File: src/rtl/cfc_pkg.sv
// Shared types and constants for the control frame classifier.
// Used by cfc_regs, cfc_count, cfc_decide and control_frame_classifier.
package cfc_pkg;

  localparam int MAX_FRAME_BYTES = 4096;
  localparam int CNT_W           = $clog2(MAX_FRAME_BYTES + 1);
  localparam int BYTE_W          = 8;
  localparam int THR_W           = 9;
  localparam int MAXC_W          = 13;
  localparam int PROD_W          = CNT_W + THR_W;
  localparam int LEN_CMP_W       = (CNT_W > MAXC_W) ? CNT_W : MAXC_W;
  localparam int ADDR_W          = 4;
  localparam int DATA_W          = 32;

  localparam logic [CNT_W-1:0] CNT_MAX = CNT_W'(MAX_FRAME_BYTES);

  typedef enum logic [1:0] {
    CLASS_NONE     = 2'd0,
    CLASS_PREAMBLE = 2'd1,
    CLASS_EOT      = 2'd2
  } frame_class_t;

  typedef enum logic [1:0] {
    REG_PREAMBLE_CODE     = 2'd0,
    REG_EOT_CODE          = 2'd1,
    REG_THRESHOLD_Q8      = 2'd2,
    REG_MAX_CONTROL_BYTES = 2'd3
  } reg_index_t;

  typedef struct packed {
    logic [BYTE_W-1:0] preamble_code;
    logic [BYTE_W-1:0] eot_code;
    logic [THR_W-1:0]  threshold_q8;
    logic [MAXC_W-1:0] max_control_bytes;
  } cfc_cfg_t;

  typedef struct packed {
    logic [CNT_W-1:0] length_count;
    logic [CNT_W-1:0] preamble_count;
    logic [CNT_W-1:0] eot_count;
  } cfc_counts_t;

  function automatic logic [CNT_W-1:0] sat_inc(input logic [CNT_W-1:0] v);
    return (v < CNT_MAX) ? CNT_W'(v + 1'b1) : CNT_MAX;
  endfunction

endpackage

File: src/rtl/control_frame_classifier.sv
// Control frame classifier top level: config registers, counting stage and
// classification stage. Depends on cfc_pkg, cfc_regs, cfc_count, cfc_decide.
// Throughput: one payload byte per cycle while out_ready keeps up, with no
// bubbles between frames. Counts go via the snapshot to the result register.
// The counting stage and the result register each hold one transaction.
// Reset (synchronous, rst high): counters cleared, outputs invalid, registers
// return to preamble 0, eot 255, threshold 128, control size 1024.
module control_frame_classifier import cfc_pkg::*; (
  input  logic              clk,
  input  logic              rst,
  input  logic              psel,
  input  logic              penable,
  input  logic              pwrite,
  input  logic [ADDR_W-1:0] paddr,
  input  logic [DATA_W-1:0] pwdata,
  output logic [DATA_W-1:0] prdata,
  output logic              pready,
  input  logic              in_valid,
  output logic              in_ready,
  input  logic [BYTE_W-1:0] payload_byte,
  input  logic              last_byte,
  output logic              out_valid,
  input  logic              out_ready,
  output logic [1:0]        frame_class
);

  cfc_cfg_t    cfg;
  cfc_counts_t snap;
  logic        snap_valid;
  logic        snap_ready;

  cfc_regs u_regs (
    .clk     (clk),
    .rst     (rst),
    .psel    (psel),
    .penable (penable),
    .pwrite  (pwrite),
    .paddr   (paddr),
    .pwdata  (pwdata),
    .prdata  (prdata),
    .pready  (pready),
    .cfg     (cfg)
  );

  cfc_count u_count (
    .clk          (clk),
    .rst          (rst),
    .cfg          (cfg),
    .in_valid     (in_valid),
    .in_ready     (in_ready),
    .payload_byte (payload_byte),
    .last_byte    (last_byte),
    .snap_valid   (snap_valid),
    .snap_ready   (snap_ready),
    .snap         (snap)
  );

  cfc_decide u_decide (
    .clk         (clk),
    .rst         (rst),
    .cfg         (cfg),
    .snap_valid  (snap_valid),
    .snap_ready  (snap_ready),
    .snap        (snap),
    .out_valid   (out_valid),
    .out_ready   (out_ready),
    .frame_class (frame_class)
  );

endmodule

File: src/rtl/cfc_regs.sv
// APB-style configuration registers of the control frame classifier.
// Depends on cfc_pkg.
module cfc_regs import cfc_pkg::*; (
  input  logic              clk,
  input  logic              rst,
  input  logic              psel,
  input  logic              penable,
  input  logic              pwrite,
  input  logic [ADDR_W-1:0] paddr,
  input  logic [DATA_W-1:0] pwdata,
  output logic [DATA_W-1:0] prdata,
  output logic              pready,
  output cfc_cfg_t          cfg
);

  cfc_cfg_t   regs;
  reg_index_t index;
  logic       write_en;

  assign index    = reg_index_t'(paddr[3:2]);
  assign write_en = psel && penable && pwrite;
  assign pready   = 1'b1;
  assign cfg      = regs;

  always_ff @(posedge clk) begin
    if (rst) begin
      regs.preamble_code     <= BYTE_W'(0);
      regs.eot_code          <= BYTE_W'(255);
      regs.threshold_q8      <= THR_W'(128);
      regs.max_control_bytes <= MAXC_W'(1024);
    end else if (write_en) begin
      unique case (index)
        REG_PREAMBLE_CODE:     regs.preamble_code     <= pwdata[BYTE_W-1:0];
        REG_EOT_CODE:          regs.eot_code          <= pwdata[BYTE_W-1:0];
        REG_THRESHOLD_Q8:      regs.threshold_q8      <= pwdata[THR_W-1:0];
        REG_MAX_CONTROL_BYTES: regs.max_control_bytes <= pwdata[MAXC_W-1:0];
        default: ;
      endcase
    end
  end

  always_comb begin
    unique case (index)
      REG_PREAMBLE_CODE:     prdata = DATA_W'(regs.preamble_code);
      REG_EOT_CODE:          prdata = DATA_W'(regs.eot_code);
      REG_THRESHOLD_Q8:      prdata = DATA_W'(regs.threshold_q8);
      REG_MAX_CONTROL_BYTES: prdata = DATA_W'(regs.max_control_bytes);
      default:               prdata = '0;
    endcase
  end

endmodule

File: src/rtl/cfc_count.sv
// Per-byte counting stage: saturating length and match counters, and a
// snapshot register that holds the final counts of a frame. Depends on cfc_pkg.
module cfc_count import cfc_pkg::*; (
  input  logic              clk,
  input  logic              rst,
  input  cfc_cfg_t          cfg,
  input  logic              in_valid,
  output logic              in_ready,
  input  logic [BYTE_W-1:0] payload_byte,
  input  logic              last_byte,
  output logic              snap_valid,
  input  logic              snap_ready,
  output cfc_counts_t       snap
);

  cfc_counts_t counts;
  cfc_counts_t counts_next;
  logic        accept;

  assign in_ready = !snap_valid || snap_ready;
  assign accept   = in_valid && in_ready;

  always_comb begin
    counts_next              = counts;
    counts_next.length_count = sat_inc(counts.length_count);
    if (payload_byte == cfg.preamble_code) begin
      counts_next.preamble_count = sat_inc(counts.preamble_count);
    end else if (payload_byte == cfg.eot_code) begin
      counts_next.eot_count = sat_inc(counts.eot_count);
    end
  end

  always_ff @(posedge clk) begin
    if (rst) begin
      counts     <= '0;
      snap_valid <= 1'b0;
    end else begin
      if (accept && last_byte) begin
        snap_valid <= 1'b1;
      end else if (snap_ready) begin
        snap_valid <= 1'b0;
      end
      if (accept) begin
        if (last_byte) begin
          counts <= '0;
        end else begin
          counts <= counts_next;
        end
      end
    end
  end

  always_ff @(posedge clk) begin
    if (accept && last_byte) begin
      snap <= counts_next;
    end
  end

endmodule

File: src/rtl/cfc_decide.sv
// Classification stage: length check, threshold ratio tests and the result
// register. Depends on cfc_pkg.
module cfc_decide import cfc_pkg::*; (
  input  logic        clk,
  input  logic        rst,
  input  cfc_cfg_t    cfg,
  input  logic        snap_valid,
  output logic        snap_ready,
  input  cfc_counts_t snap,
  output logic        out_valid,
  input  logic        out_ready,
  output logic [1:0]  frame_class
);

  logic [PROD_W-1:0] limit;
  logic [PROD_W-1:0] eot_scaled;
  logic [PROD_W-1:0] pre_scaled;
  logic              len_ok;
  frame_class_t      cls;

  assign snap_ready = !out_valid || out_ready;

  assign limit      = PROD_W'(cfg.threshold_q8) * PROD_W'(snap.length_count);
  assign eot_scaled = PROD_W'({snap.eot_count, 8'h00});
  assign pre_scaled = PROD_W'({snap.preamble_count, 8'h00});
  assign len_ok     = LEN_CMP_W'(snap.length_count) <= LEN_CMP_W'(cfg.max_control_bytes);

  always_comb begin
    priority if (!len_ok) begin
      cls = CLASS_NONE;
    end else if (eot_scaled > limit) begin
      cls = CLASS_EOT;
    end else if (pre_scaled > limit) begin
      cls = CLASS_PREAMBLE;
    end else begin
      cls = CLASS_NONE;
    end
  end

  always_ff @(posedge clk) begin
    if (rst) begin
      out_valid <= 1'b0;
    end else if (snap_ready) begin
      out_valid <= snap_valid;
    end
  end

  always_ff @(posedge clk) begin
    if (snap_valid && snap_ready) begin
      frame_class <= cls;
    end
  end

endmodule

File: config.mk
export PLATFORM = sky130hd
export DESIGN_NAME = control_frame_classifier
export DESIGN_NICKNAME = d
export VERILOG_FILES = /design/src/rtl/cfc_pkg.sv /design/src/rtl/control_frame_classifier.sv /design/src/rtl/cfc_regs.sv /design/src/rtl/cfc_count.sv /design/src/rtl/cfc_decide.sv
export SDC_FILE = /design/constraint.sdc
export NUM_CORES = 1
export LEC_CHECK = 0
export BUFFER_PORTS_ARGS = -buffer_cell sky130_fd_sc_hd__buf_2
export CAP_MARGIN = 0
export CORE_ASPECT_RATIO = 0.9
export CORE_MARGIN = 5
export CORE_UTILIZATION = 25
export DETAILED_ROUTE_END_ITERATION = 6
export SYNTH_ARGS = -nofsm -noshare
export SYNTH_HDL_FRONTEND = slang
export SYNTH_HIERARCHICAL = 1
export SYNTH_SLANG_ARGS = --single-unit
File: constraint.sdc
create_clock -name clk -period 8.6 [get_ports clk]
set_clock_uncertainty 0.2 [all_clocks]
set_input_delay 0 -clock clk [delete_from_list [all_inputs] [get_ports clk]]
set_output_delay 0 -clock clk [all_outputs]
set_load 0.03 [all_outputs]
==> run_results.csv <==
group,metric,value,unit
setup_path,crit_type,"flip-flop to flip-flop",
timing,fin_tns_setup,0,ns
cts,ctsHoldBuffers,24,
synth,synth_top_area_cell,"dfxtp_1",
power_and_ir_drop,powerDensity,124.1,nW/um2
global_routing,grt_usage,0.1171,
route,firstDrtPassIters,5,
setup_path,critical_path_required,8.60,ns
cts,path_clk_slew,0.06,ns
setup_path,cp_max_fo,15,
placed_design,routabilityCongestion,0.8364,
floorplanning,die_h,208.8,um
synth,netlist_area,10980,um2
cts,cts_root_buffer,"clkbuf_16",
setup_path,cp-start-kind,"flip-flop",
run,max_cap_violations,0,
route,route.antenna.remaining_nets,0,
final_layout,multi_input_area,7338,um2
setup_path,r2r_start,"u_regs/cfg[15]",
cts,cts_tree,"yes",
synth,synth_top_area_frac,0.1440,
timing,slew_headroom,0.2350,
cts,cts_buffer_depth,2,
setup_path,r2r_slack,1.37,ns
floorplanning,boundaryPins,89,
final_layout,fillers,4588,
timing,rsz0062_at_grt,"no",
status,status,"completed",
setup_path,r2r-end,"u_decide/frame_class[0]",
final_layout,nets,1488,
placed_design,port_buffers,47,
synth,synth.avg_cell_area,8.864,um2
power_and_ir_drop,ir_worst_vdd,0.0001134,V
floorplanning,start_util,0.2540,
timing,hold_violations,0,
synth,synth_area_leaders,"dfxtp_1 14%, fa_1 14%, edfxtp_1 11%",
hold_path,worstHoldPathCells,4,
global_routing,antenna_found_initial,0,
route,wl_per_cell,15.36,um
global_routing,grt_max_degree,80,
synth,ys_seq_area_frac,0.2561,
route,num_vias,8964,
synth,ys_ff_latch,120,
final_layout,final_area,12440,um2
timing,min_period,7.227,ns
power_and_ir_drop,leakagePower,5.221,nW
final_layout,ff_latch_area,2813,um2
timing,whs,0.09381,ns
synth,synth-async-reset-ratio,0,
setup_path,ff2ff_path_depth,22,
route,via_per_inst,4.856,
placed_design,hpwl,21480,um
floorplanning,fp.dieW,230.9,um
synth,ys_top_cells_by_count,"137 x inv_1, 116 x nand2_1, 80 x ha_1",
floorplanning,die-area,48230,um2
route,drt_iter0_drc,713,
global_routing,grt_pass1_wl,46790,um
setup_path,end_kind,"flip-flop",
synth,synthCells,1239,
cts,clk_latency,0.41,ns
floorplanning,core-area,43240,um2
timing,setup_violations,0,
synth,synthFlopType,"dfxtp_1",
final_layout,area_growth,13.29,%
hold_path,hp-class,"primary input to flip-flop",
synth,yosysMostFrequentCell,"inv_1",
final_layout,layout-drive-gt1-share,0.08521,
synth,synth-edff-count,41,
timing,drv_slew,0,
hold_path,hp-start,"pwrite",
global_routing,grt_pass1_vias,8965,
global_routing,grt_overflow_total,0,
cts,h-tree-depth,4,
timing,fmax,138.4,MHz
synth,yosys_warnings,6,
floorplanning,fp-row-count,72,
synth,ys_types,83,
route,drc,0,
cts,cts_sinks,120,
timing,worstMarginPinSlew,1.144,ns
timing,post-route-period-util,0.8404,
setup_path,critPathArrivalTime,7.23,ns
route,totalWireLength,28350,um
placed_design,place_area,11630,um2
cts,post_cts_buffers,0,
final_layout,diodes,0,
cts,post_cts_resize_count,0,
hold_path,whs_endpoint,"u_regs/cfg[29]",
cts,cts_buffers,17,
## cells by family (layout without fill, tap and decap cells)
kind of cell	after synthesis	in the layout	share of synthesized area
AOI/OAI and AO/OA	227	227	0.1357
xor gates and xnor gates	42	42	0.03475
adders and majority gates	158	158	0.2333
buffers and inverters	211	245	0.08259
DFF	120	120	0.2561
muxes	38	38	0.04443
other	2	20	0.0006838
and+or+nand+nor	441	441	0.2125
## stage by stage
stage	total power, mW	instances	setup WS [ns]	util
finish	1.544	1846	1.373	0.2878
CTS	1.557	1846	1.369	0.2878
global route	1.616	1846	0.8480	0.2878
detailed placement	0.8615	1790	1.400	0.2690
global placement	0.8558	1790	1.603	0.2690
floorplan	0.8003	1257	2.474	-
## worst max path at each step
stage / startpoint / end / cells past startpoint
finish: u_regs/cfg[15] / u_decide/frame_class[0] / 22
detailed placement: u_regs/cfg[15] / u_decide/frame_class[0] / 22
global route: u_regs/cfg[15] / u_decide/frame_class[0] / 22
floorplan: u_regs/cfg[13] / u_decide/frame_class[0] / 24
global placement: u_regs/cfg[15] / u_decide/frame_class[0] / 22
CTS: u_regs/cfg[14] / u_decide/frame_class[0] / 22
## critical path: stages, from the launching register on
cell	delay (ns)
dfxtp_1	0.77
nand2_1	0.18
fa_1	0.56
inv_1	0.05
fa_1	0.50
inv_1	0.05
fa_1	0.47
fa_1	0.55
inv_1	0.05
ha_1	0.36
a21o_1	0.20
a21oi_1	0.22
nand2_1	0.14
a211oi_1	0.56
xor2_1	0.28
ha_1	0.40
nand3_1	0.11
nor3_1	0.31
nand3_1	0.11
and3b_1	0.21
o311ai_2	0.28
a221oi_1	0.13
nor4_1	0.32
## cell usage in the layout, fill, tap and decap left out, types with 11 or more instances in the layout
cell type      count
nand2_1          116
edfxtp_1          41
o21ai_0           60
fa_1              78
o21a_1            11
nand2b_1          33
inv_1            137
mux2i_1           27
nor2_1            67
a31oi_1           11
a21oi_1           48
conb_1            20
and2_1            74
nand4_1           18
clkbuf_16         17
ha_1              80
a21o_1            15
buf_2             47
xnor2_1           21
xor2_1            20
nor3_1            15
dfxtp_1           79
dlygate4sd3_1     24
nor2b_1           22
nand3_1           38
## area by class of cell
| cell class | instances | area share |
|---|---|---|
| Timing Repair Buffer | 76 | 0.04123 |
| Inverter | 137 | 0.04133 |
| Clock inverter | 13 | 0.009452 |
| Tap cell | 555 | 0.05581 |
| Multi-Input combinational cell | 926 | 0.5897 |
| Sequential cell | 120 | 0.2260 |
| Clock buffer | 19 | 0.03640 |
## registers in the layout, indices dropped and copies added (netlist names)
| register | count |
|---|---|
| u_count/counts | 39 |
| u_decide/frame_class | 2 |
| u_count/snap_valid | 1 |
| u_regs/cfg | 38 |
| u_count/snap | 39 |
| u_decide/out_valid | 1 |
## report_power, final
group / switching [mW] / total (mW) / internal, mW
combinational: 0.153 / 0.246 / 0.0930
sequential: 0.0163 / 0.613 / 0.596
clock: 0.270 / 0.686 / 0.416
## per-layer routing
layer | global-route usage | vias to the layer above | routed length, um
met5 | 0 | - | 0
met4 | 0.03443 | 0 | 428
met3 | 0.01113 | 28 | 1317
met2 | 0.1892 | 247 | 13170
met1 | 0.1670 | 4403 | 13430
li1 | - | 4286 | -
Note: power is estimated with default switching activity, not from simulation.
